File: src/design/pds_pkg.sv
// Package for the pump dispense sequencer: phase, motor and indicator codes,
// register map constants and shared types.
// No dependencies.
package pds_pkg;

  localparam int NumRegs  = 8;
  localparam int RegW     = 32;
  localparam int CfgAddrW = 5;

  typedef logic [RegW-1:0] reg_word_t;
  typedef reg_word_t [NumRegs-1:0] cfg_bank_t;

  // Register indexes in the configuration map.
  localparam logic [2:0] REG_PRE_ON_SHORT   = 3'd0;
  localparam logic [2:0] REG_PRE_OFF_SHORT  = 3'd1;
  localparam logic [2:0] REG_MAIN_ON_SHORT  = 3'd2;
  localparam logic [2:0] REG_MAIN_OFF_SHORT = 3'd3;
  localparam logic [2:0] REG_PRE_ON_LONG    = 3'd4;
  localparam logic [2:0] REG_PRE_OFF_LONG   = 3'd5;
  localparam logic [2:0] REG_MAIN_ON_LONG   = 3'd6;
  localparam logic [2:0] REG_MAIN_OFF_LONG  = 3'd7;

  localparam reg_word_t REG_RESET_VAL = 32'd1000;

  // Sequencer phases.
  localparam logic [2:0] PH_IDLE    = 3'd0;
  localparam logic [2:0] PH_PREON   = 3'd1;
  localparam logic [2:0] PH_PREOFF  = 3'd2;
  localparam logic [2:0] PH_WAIT    = 3'd3;
  localparam logic [2:0] PH_MAINON  = 3'd4;
  localparam logic [2:0] PH_MAINOFF = 3'd5;
  localparam logic [2:0] PH_REV     = 3'd6;

  // Motor commands.
  localparam logic [1:0] MOT_STOP = 2'd0;
  localparam logic [1:0] MOT_FWD  = 2'd1;
  localparam logic [1:0] MOT_REV  = 2'd2;

  // Indicator codes.
  localparam logic [1:0] IND_INSTALL = 2'd0;
  localparam logic [1:0] IND_READY   = 2'd1;
  localparam logic [1:0] IND_RUNNING = 2'd2;
  localparam logic [1:0] IND_EMPTY   = 2'd3;

endpackage

File: src/design/pds_in_if.sv
// Input channel of the pump dispense sequencer: one poll per transaction.
// Depends on nothing.
interface pds_in_if;
  logic        valid;
  logic        ready;
  logic [31:0] now_ms;
  logic        short_mode;
  logic        start_pressed;
  logic        sensor1_level;
  logic        sensor2_level;
  logic        sensor3_level;

  modport source (
    output valid, now_ms, short_mode, start_pressed,
    output sensor1_level, sensor2_level, sensor3_level,
    input  ready
  );
  modport sink (
    input  valid, now_ms, short_mode, start_pressed,
    input  sensor1_level, sensor2_level, sensor3_level,
    output ready
  );
endinterface

File: src/design/pds_out_if.sv
// Result channel of the pump dispense sequencer: one status word per transaction.
// Depends on nothing.
interface pds_out_if;
  logic        valid;
  logic        ready;
  logic [1:0]  motor_drive;
  logic [2:0]  phase;
  logic [1:0]  indicator;
  logic [15:0] pump_cycles;
  logic [3:0]  pre_cycles_done;

  modport source (
    output valid, motor_drive, phase, indicator, pump_cycles, pre_cycles_done,
    input  ready
  );
  modport sink (
    input  valid, motor_drive, phase, indicator, pump_cycles, pre_cycles_done,
    output ready
  );
endinterface

File: src/design/pump_dispense_sequencer.sv
// Pump dispense sequencer top level: poll input register, phase state machine
// and result register. Depends on pds_pkg, pds_in_if, pds_out_if and pds_cfg.
//
// Usage: every transaction on in_ch is one poll (timestamp, mode switch, start
// button, three raw sensor levels). For each poll exactly one transaction comes
// out on out_ch with the motor command, phase, indicator, main pump cycle count
// and pre-pump cycle count as they stand after that poll.
// The poll is captured in an input register, and the next state is computed
// from it in one pass (one 32-bit subtract and compare against the selected
// period) and written into the result register together with the state once
// the result register is free.
// Throughput is one poll per cycle while out_ch does not stall; the state
// update, registered with the result, is the loop that sets it. A result waiting
// on a stalled out_ch does not block the poll behind it: that poll is held in
// the input register, and in_ch.ready drops only when both registers are full.
// Timing registers are to be written over the cfg_ APB port (register i at byte
// address 4*i) only while no poll is in flight; the block itself does not enforce it.
// Synchronous reset puts the block in idle with the motor stopped, counts
// cleared and all timings at 1000 ms.
module pump_dispense_sequencer import pds_pkg::*; #(
  parameter int          PRE_REPEATS = 3,
  parameter int unsigned WAIT_MS     = 900000
) (
  input  logic                clk,
  input  logic                rst_n,
  pds_in_if.sink              in_ch,
  pds_out_if.source           out_ch,
  input  logic                cfg_psel,
  input  logic                cfg_penable,
  input  logic                cfg_pwrite,
  input  logic [CfgAddrW-1:0] cfg_paddr,
  input  logic [RegW-1:0]     cfg_pwdata,
  output logic [RegW-1:0]     cfg_prdata,
  output logic                cfg_pready
);

  localparam logic [3:0]  PreRepeats = 4'(PRE_REPEATS);
  localparam logic [31:0] WaitMs     = 32'(WAIT_MS);

  cfg_bank_t regs;

  pds_cfg u_cfg (
    .clk     (clk),
    .rst_n   (rst_n),
    .psel    (cfg_psel),
    .penable (cfg_penable),
    .pwrite  (cfg_pwrite),
    .paddr   (cfg_paddr),
    .pwdata  (cfg_pwdata),
    .prdata  (cfg_prdata),
    .pready  (cfg_pready),
    .regs    (regs)
  );

  // Input register.
  logic        in_v_r;
  logic [31:0] now_r;
  logic        short_r, start_r, lvl1_r, lvl2_r, lvl3_r;

  // Sequencer state.
  logic [2:0]  phase_r, phase_nxt;
  logic [31:0] start_ms_r, start_ms_nxt;
  logic [3:0]  pre_cnt_r, pre_cnt_nxt;
  logic [15:0] main_cnt_r, main_cnt_nxt;
  logic [1:0]  motor_r, motor_nxt;
  logic [1:0]  ind_r, ind_nxt;

  // Result register.
  logic        out_v_r;
  logic [1:0]  o_motor_r, o_ind_r;
  logic [2:0]  o_phase_r;
  logic [15:0] o_main_r;
  logic [3:0]  o_pre_r;

  logic        out_free, advance, in_fire;
  logic        s1, s2, s3;
  logic [31:0] p_on, p_off, m_on, m_off, period, elapsed;
  logic        expired;
  logic [3:0]  pre_inc;

  assign out_free    = !out_v_r || out_ch.ready;
  assign advance     = in_v_r && out_free;
  assign in_ch.ready = !in_v_r || out_free;
  assign in_fire     = in_ch.valid && in_ch.ready;

  always_ff @(posedge clk) begin
    if (!rst_n) begin
      in_v_r <= 1'b0;
    end else if (in_ch.ready) begin
      in_v_r <= in_ch.valid;
    end
  end

  always_ff @(posedge clk) begin
    if (in_fire) begin
      now_r   <= in_ch.now_ms;
      short_r <= in_ch.short_mode;
      start_r <= in_ch.start_pressed;
      lvl1_r  <= in_ch.sensor1_level;
      lvl2_r  <= in_ch.sensor2_level;
      lvl3_r  <= in_ch.sensor3_level;
    end
  end

  assign s1 = !lvl1_r;
  assign s2 = lvl2_r;
  assign s3 = !lvl3_r;

  assign p_on  = short_r ? regs[REG_PRE_ON_SHORT]   : regs[REG_PRE_ON_LONG];
  assign p_off = short_r ? regs[REG_PRE_OFF_SHORT]  : regs[REG_PRE_OFF_LONG];
  assign m_on  = short_r ? regs[REG_MAIN_ON_SHORT]  : regs[REG_MAIN_ON_LONG];
  assign m_off = short_r ? regs[REG_MAIN_OFF_SHORT] : regs[REG_MAIN_OFF_LONG];

  always_comb begin
    case (phase_r)
      PH_PREON:   period = p_on;
      PH_PREOFF:  period = p_off;
      PH_WAIT:    period = WaitMs;
      PH_MAINON:  period = m_on;
      PH_MAINOFF: period = m_off;
      default:    period = WaitMs;
    endcase
  end

  // Elapsed time wraps with the timestamp.
  assign elapsed = now_r - start_ms_r;
  assign expired = elapsed >= period;
  assign pre_inc = pre_cnt_r + 4'd1;

  always_comb begin
    // A sensor pattern outside the four known ones keeps the last indicator.
    ind_nxt = ind_r;
    if (!s1 && !s2 && !s3) begin
      ind_nxt = IND_INSTALL;
    end else if (!s1 && !s2 && s3) begin
      ind_nxt = IND_READY;
    end else if (s1 && !s2 && s3) begin
      ind_nxt = IND_RUNNING;
    end else if (!s1 && s2 && s3) begin
      ind_nxt = IND_EMPTY;
    end

    phase_nxt    = phase_r;
    start_ms_nxt = start_ms_r;
    pre_cnt_nxt  = pre_cnt_r;
    main_cnt_nxt = main_cnt_r;
    motor_nxt    = motor_r;

    case (phase_r)
      PH_PREON: begin
        if (expired) begin
          motor_nxt    = MOT_STOP;
          start_ms_nxt = now_r;
          phase_nxt    = PH_PREOFF;
        end
      end
      PH_PREOFF: begin
        if (expired) begin
          pre_cnt_nxt  = pre_inc;
          start_ms_nxt = now_r;
          if (pre_inc < PreRepeats) begin
            motor_nxt = MOT_FWD;
            phase_nxt = PH_PREON;
          end else begin
            phase_nxt = PH_WAIT;
          end
        end
      end
      PH_WAIT: begin
        if (expired) begin
          motor_nxt    = MOT_FWD;
          start_ms_nxt = now_r;
          phase_nxt    = PH_MAINON;
        end
      end
      PH_MAINON, PH_MAINOFF: begin
        // A timer expiry on the same poll as sensor two is still counted.
        if (expired) begin
          start_ms_nxt = now_r;
          if (phase_r == PH_MAINON) begin
            motor_nxt    = MOT_STOP;
            phase_nxt    = PH_MAINOFF;
            main_cnt_nxt = main_cnt_r + 16'd1;
          end else begin
            motor_nxt = MOT_FWD;
            phase_nxt = PH_MAINON;
          end
        end
        if (s2) begin
          motor_nxt    = MOT_REV;
          start_ms_nxt = now_r;
          phase_nxt    = PH_REV;
        end
      end
      PH_REV: begin
        if (s1) begin
          motor_nxt = MOT_STOP;
          phase_nxt = PH_IDLE;
        end
      end
      default: begin
        // Idle, and the unused phase code which falls back to idle.
        phase_nxt = PH_IDLE;
        if (start_r) begin
          pre_cnt_nxt  = 4'd0;
          start_ms_nxt = now_r;
          phase_nxt    = PH_PREON;
          motor_nxt    = MOT_FWD;
        end
      end
    endcase
  end

  always_ff @(posedge clk) begin
    if (!rst_n) begin
      phase_r    <= PH_IDLE;
      start_ms_r <= 32'd0;
      pre_cnt_r  <= 4'd0;
      main_cnt_r <= 16'd0;
      motor_r    <= MOT_STOP;
      ind_r      <= IND_INSTALL;
      out_v_r    <= 1'b0;
    end else begin
      if (advance) begin
        phase_r    <= phase_nxt;
        start_ms_r <= start_ms_nxt;
        pre_cnt_r  <= pre_cnt_nxt;
        main_cnt_r <= main_cnt_nxt;
        motor_r    <= motor_nxt;
        ind_r      <= ind_nxt;
      end
      if (out_free) begin
        out_v_r <= advance;
      end
    end
  end

  always_ff @(posedge clk) begin
    if (advance) begin
      o_motor_r <= motor_nxt;
      o_phase_r <= phase_nxt;
      o_ind_r   <= ind_nxt;
      o_main_r  <= main_cnt_nxt;
      o_pre_r   <= pre_cnt_nxt;
    end
  end

  assign out_ch.valid           = out_v_r;
  assign out_ch.motor_drive     = o_motor_r;
  assign out_ch.phase           = o_phase_r;
  assign out_ch.indicator       = o_ind_r;
  assign out_ch.pump_cycles     = o_main_r;
  assign out_ch.pre_cycles_done = o_pre_r;

  // The motor runs in reverse exactly while the sequencer is reversing.
  a_rev_motor: assert property (@(posedge clk) disable iff (!rst_n)
    (motor_r == MOT_REV) == (phase_r == PH_REV))
    else $error("motor reverse and reversing phase disagree");

  // The pre-pump count never passes the repeat target.
  a_pre_bound: assert property (@(posedge clk) disable iff (!rst_n)
    pre_cnt_r <= PreRepeats)
    else $error("pre-pump count beyond repeat target");

  // The main cycle count only moves when a main-on period ends.
  a_main_cnt: assert property (@(posedge clk) disable iff (!rst_n)
    (main_cnt_r != $past(main_cnt_r)) |->
      ($past(phase_r) == PH_MAINON && $past(advance)))
    else $error("main cycle count changed outside main-on");

endmodule

File: src/design/pds_cfg.sv
// APB-style register bank holding the eight timing registers.
// Depends on pds_pkg.
module pds_cfg import pds_pkg::*; (
  input  logic                clk,
  input  logic                rst_n,
  input  logic                psel,
  input  logic                penable,
  input  logic                pwrite,
  input  logic [CfgAddrW-1:0] paddr,
  input  logic [RegW-1:0]     pwdata,
  output logic [RegW-1:0]     prdata,
  output logic                pready,
  output cfg_bank_t           regs
);

  cfg_bank_t   regs_r;
  logic [2:0]  idx;
  logic        wr_en;

  assign idx    = paddr[CfgAddrW-1:2];
  assign wr_en  = psel && penable && pwrite;
  assign pready = 1'b1;
  assign prdata = regs_r[idx];
  assign regs   = regs_r;

  always_ff @(posedge clk) begin
    if (!rst_n) begin
      for (int i = 0; i < NumRegs; i++) begin
        regs_r[i] <= REG_RESET_VAL;
      end
    end else if (wr_en) begin
      regs_r[idx] <= pwdata;
    end
  end

endmodule

File: src/flat_wrapper.sv
// flat-port wrapper written by rule: the top's interface ports become plain ports
module pump_dispense_sequencer_flat import pds_pkg::*;
#(
  parameter int          PRE_REPEATS = 3,
  parameter int unsigned WAIT_MS     = 900000
)
  (clk, rst_n, cfg_psel, cfg_penable, cfg_pwrite, cfg_paddr, cfg_pwdata, cfg_prdata, cfg_pready, in_ch_valid, in_ch_now_ms, in_ch_short_mode, in_ch_start_pressed, in_ch_sensor1_level, in_ch_sensor2_level, in_ch_sensor3_level, in_ch_ready, out_ch_valid, out_ch_motor_drive, out_ch_phase, out_ch_indicator, out_ch_pump_cycles, out_ch_pre_cycles_done, out_ch_ready);
  pds_in_if in_ch_i ();
  pds_out_if out_ch_i ();
  input  logic clk;
  input  logic rst_n;
  input  logic cfg_psel;
  input  logic cfg_penable;
  input  logic cfg_pwrite;
  input  logic [CfgAddrW-1:0] cfg_paddr;
  input  logic [RegW-1:0] cfg_pwdata;
  output logic [RegW-1:0] cfg_prdata;
  output logic cfg_pready;
  input wire logic [$bits(in_ch_i.valid)-1:0] in_ch_valid;
  input wire logic [$bits(in_ch_i.now_ms)-1:0] in_ch_now_ms;
  input wire logic [$bits(in_ch_i.short_mode)-1:0] in_ch_short_mode;
  input wire logic [$bits(in_ch_i.start_pressed)-1:0] in_ch_start_pressed;
  input wire logic [$bits(in_ch_i.sensor1_level)-1:0] in_ch_sensor1_level;
  input wire logic [$bits(in_ch_i.sensor2_level)-1:0] in_ch_sensor2_level;
  input wire logic [$bits(in_ch_i.sensor3_level)-1:0] in_ch_sensor3_level;
  output wire logic [$bits(in_ch_i.ready)-1:0] in_ch_ready;
  output wire logic [$bits(out_ch_i.valid)-1:0] out_ch_valid;
  output wire logic [$bits(out_ch_i.motor_drive)-1:0] out_ch_motor_drive;
  output wire logic [$bits(out_ch_i.phase)-1:0] out_ch_phase;
  output wire logic [$bits(out_ch_i.indicator)-1:0] out_ch_indicator;
  output wire logic [$bits(out_ch_i.pump_cycles)-1:0] out_ch_pump_cycles;
  output wire logic [$bits(out_ch_i.pre_cycles_done)-1:0] out_ch_pre_cycles_done;
  input wire logic [$bits(out_ch_i.ready)-1:0] out_ch_ready;
  assign in_ch_i.valid = in_ch_valid;
  assign in_ch_i.now_ms = in_ch_now_ms;
  assign in_ch_i.short_mode = in_ch_short_mode;
  assign in_ch_i.start_pressed = in_ch_start_pressed;
  assign in_ch_i.sensor1_level = in_ch_sensor1_level;
  assign in_ch_i.sensor2_level = in_ch_sensor2_level;
  assign in_ch_i.sensor3_level = in_ch_sensor3_level;
  assign in_ch_ready = in_ch_i.ready;
  assign out_ch_valid = out_ch_i.valid;
  assign out_ch_motor_drive = out_ch_i.motor_drive;
  assign out_ch_phase = out_ch_i.phase;
  assign out_ch_indicator = out_ch_i.indicator;
  assign out_ch_pump_cycles = out_ch_i.pump_cycles;
  assign out_ch_pre_cycles_done = out_ch_i.pre_cycles_done;
  assign out_ch_i.ready = out_ch_ready;
  pump_dispense_sequencer #(.PRE_REPEATS(PRE_REPEATS), .WAIT_MS(WAIT_MS)) u_core (.clk(clk), .rst_n(rst_n), .in_ch(in_ch_i), .out_ch(out_ch_i), .cfg_psel(cfg_psel), .cfg_penable(cfg_penable), .cfg_pwrite(cfg_pwrite), .cfg_paddr(cfg_paddr), .cfg_pwdata(cfg_pwdata), .cfg_prdata(cfg_prdata), .cfg_pready(cfg_pready));
endmodule
File: config.mk
export PLATFORM = sky130hd
export DESIGN_NAME = pump_dispense_sequencer_flat
export DESIGN_NICKNAME = d
export VERILOG_FILES = /design/src/design/pds_pkg.sv /design/src/design/pds_in_if.sv /design/src/design/pds_out_if.sv /design/src/design/pump_dispense_sequencer.sv /design/src/design/pds_cfg.sv /design/src/flat_wrapper.sv
export SDC_FILE = /design/constraint.sdc
export NUM_CORES = 1
export LEC_CHECK = 0
export BUFFER_PORTS_ARGS = -buffer_cell sky130_fd_sc_hd__buf_4
export CAP_MARGIN = 10
export CORE_MARGIN = 10
export CORE_UTILIZATION = 50
export DETAILED_ROUTE_END_ITERATION = 10
export PLACE_DENSITY = 0.74
export SETUP_SLACK_MARGIN = 0.15
export SYNTH_ARGS = -nofsm -noshare
export SYNTH_HDL_FRONTEND = slang
export SYNTH_SLANG_ARGS = --single-unit
File: constraint.sdc
create_clock -name clk -period 5.7 [get_ports clk]
set_input_delay 1.14 -clock clk [delete_from_list [all_inputs] [get_ports clk]]
set_output_delay 1.14 -clock clk [all_outputs]
set_load 0.02 [all_outputs]
==> flow_metrics.py <==
metrics = {
    "drt": {
        "routed_wl_um": 63400,
        "drt-initial-drc-count": 2542,
        "route.detailed.vias_per_inst": 6.207,
        "ant_nets": 0,
        "detailroute.via_count": 18510,
        "dr.pass1.iters": 6,
        "number_of_drc_violations_after_detailed_routing": 0,
        "drt-wirelength-per-cell_um": 21.26,
    },
    "placed_design": {
        "dp_hpwl_um": 38820,
        "gp_congestion": 0.8608,
        "placement.io_buffers": 139,
        "placed_cells": 2893,
        "preCtsSetupSlack_ns": 0.03645,
    },
    "power": {
        "power_report.internal_total_mw": 4.794,
        "power.leakage_nw": 8.381,
        "total_switching_power_mw": 1.697,
        "post_route_total_power_mw": 6.491,
        "power.share.sequential_pct": 43.7,
        "comb_power_share_pct": 13.7,
        "vdd_ir_drop_max_uv": 232.7,
        "power.clock.fraction_pct": 42.6,
        "power_density_nw_per_um2": 287.4,
        "switching_share_pct": 26.14,
    },
    "layout": {
        "synthToLayoutAreaGrowth_pct": 14.51,
        "utilization_after_layout_pct": 58.17,
        "fraction_of_final_layout_cells_with_drive_strength_greater_than_1_pct": 12.35,
        "n_fill_cell": 3392,
        "multiInputGateArea_um2": 10570,
        "register_area_um2": 8268,
        "layout.nets": 2578,
        "finish.cell_count_without_fillers": 2983,
    },
    "sta": {
        "slew_headroom_pct": 13.76,
        "final_hold_viol_count": 0,
        "grt_setup_unrepaired": "false",
        "worst_slew_pin_slew_ns": 1.287,
        "clock.fmax_mhz": 186.0,
        "postLayoutSetupSlackWorst_ns": 0.3236,
        "setup_viol": 0,
        "maxSlewViolCount": 0,
        "final_min_period_over_clock_period_pct": 94.32,
        "timing.clock.skew_ns": 0.01226,
        "tns_ns": 0,
        "final_period_demand_of_the_worst_path_ns": 5.376,
    },
    "synthesis": {
        "yosys-top-cells-count": "sky130_fd_sc_hd__nand2_1 (582), sky130_fd_sc_hd__dfxtp_1 (317), sky130_fd_sc_hd__a21oi_1 (253), sky130_fd_sc_hd__mux2i_1 (163), sky130_fd_sc_hd__clkbuf_1 (159)",
        "ys_async_sr_fraction_pct": 0,
        "post-synth-top-count-cell": "sky130_fd_sc_hd__nand2_1",
        "synth_cell_types": 80,
        "post-synth-top-area-fraction_pct": 32.17,
        "synthCells": 2407,
        "post_synth_instance_area_um2": 19730,
        "yosysSeqAreaShare_pct": 41.92,
        "synth_fp_nets": 2555,
        "ys_ff_latch": 381,
        "synth_enable_flop_cells": 64,
        "avgSynthCellArea_um2": 8.195,
        "yosys-top-cells-area": "sky130_fd_sc_hd__dfxtp_1 (32%), sky130_fd_sc_hd__nand2_1 (11%), sky130_fd_sc_hd__edfxtp_1 (9.7%), sky130_fd_sc_hd__mux2i_1 (8.3%), sky130_fd_sc_hd__a21oi_1 (6.4%)",
        "postSynth.topFlopCell": "sky130_fd_sc_hd__dfxtp_1",
        "yosysTopAreaCell": "sky130_fd_sc_hd__dfxtp_1",
        "yosysWarnings": 0,
    },
    "global_route": {
        "grt_pass1_vias": 17540,
        "grt_use_met2_pct": 40.07,
        "grt_busiest_layer": "met2",
        "overflow": 0,
        "global_route_wire_length_before_repair_um": 95760,
        "grt_max_degree": 171,
        "grt.total_usage_pct": 24.97,
        "globalRouteMet3Util_pct": 4.599,
        "antenna_found_initial": 3,
        "grtUsageMet1_pct": 30.75,
    },
    "setup_path": {
        "worstReg2RegStart": "u_core.now_r[0]",
        "cp_data_arrival_time_ns": 5.81,
        "worst_setup_path_start_kind": "flop",
        "timing.setup.critical_path_class": "reg2reg",
        "rr_endpoint": "u_core.start_ms_r[18]",
        "endpoint_required_time_on_the_critical_path_ns": 6.13,
        "worst_setup_path_end_kind": "flop",
        "startpoint": "u_core.now_r[0]",
        "timing.reg2reg.setup_slack_ns": 0.32,
        "ff2ff_path_depth": 25,
        "cp_max_fo": 16,
    },
    "clock_tree": {
        "numClockSinks": 381,
        "clock_transition_at_the_registers_of_the_reported_paths_ns": 0.06,
        "tritoncts.num_buffers": 42,
        "worstSkewPairLatency_ns": 0.58,
        "cts_htree_levels": 2,
        "ctsHoldBuffers": 0,
        "clock_tree_from_tritoncts": "yes",
        "cts.root.buffer_cell": "sky130_fd_sc_hd__clkbuf_16",
        "cts_max_path_buffers": 3,
    },
    "flow_run": {
        "maxCapViolations": 0,
    },
    "die": {
        "dieArea_um2": 47790,
        "io_pins": 143,
        "floorplan.die.height_um": 218.6,
        "initial_core_util_pct": 50.80,
        "die_width_um": 218.6,
        "coreArea_um2": 38830,
        "fp-row-count": 72,
    },
    "hold_path": {
        "timing.hold.worst.class": "reg2reg",
        "hold_path.startpoint": "u_core.ind_r[1]",
        "min_delay_worst_endpoint": "u_core.ind_r[1]",
        "holdPathStages": 2,
    },
    "outcome": {
        "result_of_the_run": "finished, final reports clean",
    },
}
-- per-stage QoR --
stage / instance area [µm²] / hold slack [ns]
after floorplan: 19730 / 0.4365
after global placement: 20990 / 0.4444
after detailed placement: 20990 / 0.4563
after CTS: 22390 / 0.4638
after global routing: 22590 / 0.4756
final: 22590 / 0.4699
-- critical path: stages, from the launching register on --
cell,delay [ns]
sky130_fd_sc_hd__edfxtp_1,0.38
sky130_fd_sc_hd__inv_1,0.08
sky130_fd_sc_hd__ha_2,0.17
sky130_fd_sc_hd__inv_1,0.06
sky130_fd_sc_hd__fa_2,0.39
sky130_fd_sc_hd__a211oi_2,0.27
sky130_fd_sc_hd__o21bai_2,0.12
sky130_fd_sc_hd__a311oi_2,0.30
sky130_fd_sc_hd__buf_4,0.16
sky130_fd_sc_hd__buf_4,0.11
sky130_fd_sc_hd__o21ai_1,0.09
sky130_fd_sc_hd__a311o_1,0.40
sky130_fd_sc_hd__a21o_1,0.17
sky130_fd_sc_hd__a21oi_1,0.17
sky130_fd_sc_hd__xnor2_1,0.10
sky130_fd_sc_hd__ha_1,0.20
sky130_fd_sc_hd__a21o_1,0.17
sky130_fd_sc_hd__a21o_1,0.21
sky130_fd_sc_hd__a221oi_2,0.33
sky130_fd_sc_hd__a211oi_2,0.11
sky130_fd_sc_hd__a211o_1,0.33
sky130_fd_sc_hd__buf_4,0.22
sky130_fd_sc_hd__o21a_4,0.25
sky130_fd_sc_hd__clkbuf_16,0.20
sky130_fd_sc_hd__mux2i_1,0.17
sky130_fd_sc_hd__nor2_1,0.05
-- state kept, by name, summed over array words and instances, names as in the netlist, 3 cells and up --
name / flops
u_core.main_cnt_r: 16
u_core.now_r: 32
u_core.out_ch.phase: 3
u_core.out_ch.pre_cycles_done: 4
u_core.out_ch.pump_cycles: 16
u_core.phase_r: 3
u_core.pre_cnt_r: 4
u_core.start_ms_r: 32
u_core.u_cfg.regs: 256
-- repair_timing --
action,CTS,global route
pin swaps,1,12
cloned,0,1
endpoints found under the setup margin,42,75
buffers inserted,1,9
resized for setup,2,21
-- cells in the final DEF (no fill, tap or decap), types with 64 or more instances in the layout --
cell type                  instances
sky130_fd_sc_hd__buf_4           174
sky130_fd_sc_hd__nand3_1          70
sky130_fd_sc_hd__ha_1             65
sky130_fd_sc_hd__nor2_1          103
sky130_fd_sc_hd__a22oi_1         130
sky130_fd_sc_hd__edfxtp_1         64
sky130_fd_sc_hd__nand2_1         576
sky130_fd_sc_hd__a21oi_1         251
sky130_fd_sc_hd__dfxtp_1         317
sky130_fd_sc_hd__mux2i_1         163
sky130_fd_sc_hd__o22ai_1          67
-- power groups by stage --
stage               Clock [mW]  Sequential [mW]  Combinational [mW]
floorplan                    0             2.89               0.571
global placement             0             2.89               0.803
CTS                       2.79             2.84               0.838
finish                    2.77             2.84               0.887
detailed placement           0             2.89               0.830
global route              2.90             2.84               0.963
-- worst max-delay path by stage --
stage	endpoint	slack [ns]	cells after the start
floorplan	u_core.out_ch.pump_cycles[12]	0.89	22
finish	u_core.start_ms_r[18]	0.32	25
detailed placement	u_core.pre_cnt_r[2]	0.04	21
global route	u_core.start_ms_r[20]	0.11	25
global placement	u_core.pre_cnt_r[2]	0.13	21
CTS	u_core.start_ms_r[20]	0.22	22
-- logic make-up (layout without fill, tap and decap cells) --
kind of cell    Yosys count  in the layout  share of synthesized area (%)
buf+inv                 258            313                          5.303
xor+xnor                 45             45                          1.998
mux                     165            165                          8.386
compound gates          578            578                          18.23
simple gates            912            912                          19.86
fa+ha+maj                67             67                          4.288
other cells               1              4                        0.01901
flops                   381            381                          41.92
-- layout make-up --
cell class | count | share of cell area (%)
timing repair buffer | 185 | 6.664
antenna | 3 | 0.03324
inverter | 52 | 0.8863
clock inverter | 13 | 0.6093
tap | 518 | 2.869
sequential | 381 | 36.61
clock buffer | 63 | 5.551
multi-input combinational | 1768 | 46.78
-- per-layer routing --
metal | routed length [µm] | up-vias
met1 | 24450 | 8721
met4 | 3311 | 0
met3 | 6235 | 216
met5 | 0 | -
li1 | - | 8515
met2 | 29410 | 1062
Power figures use the tool's default switching activity.
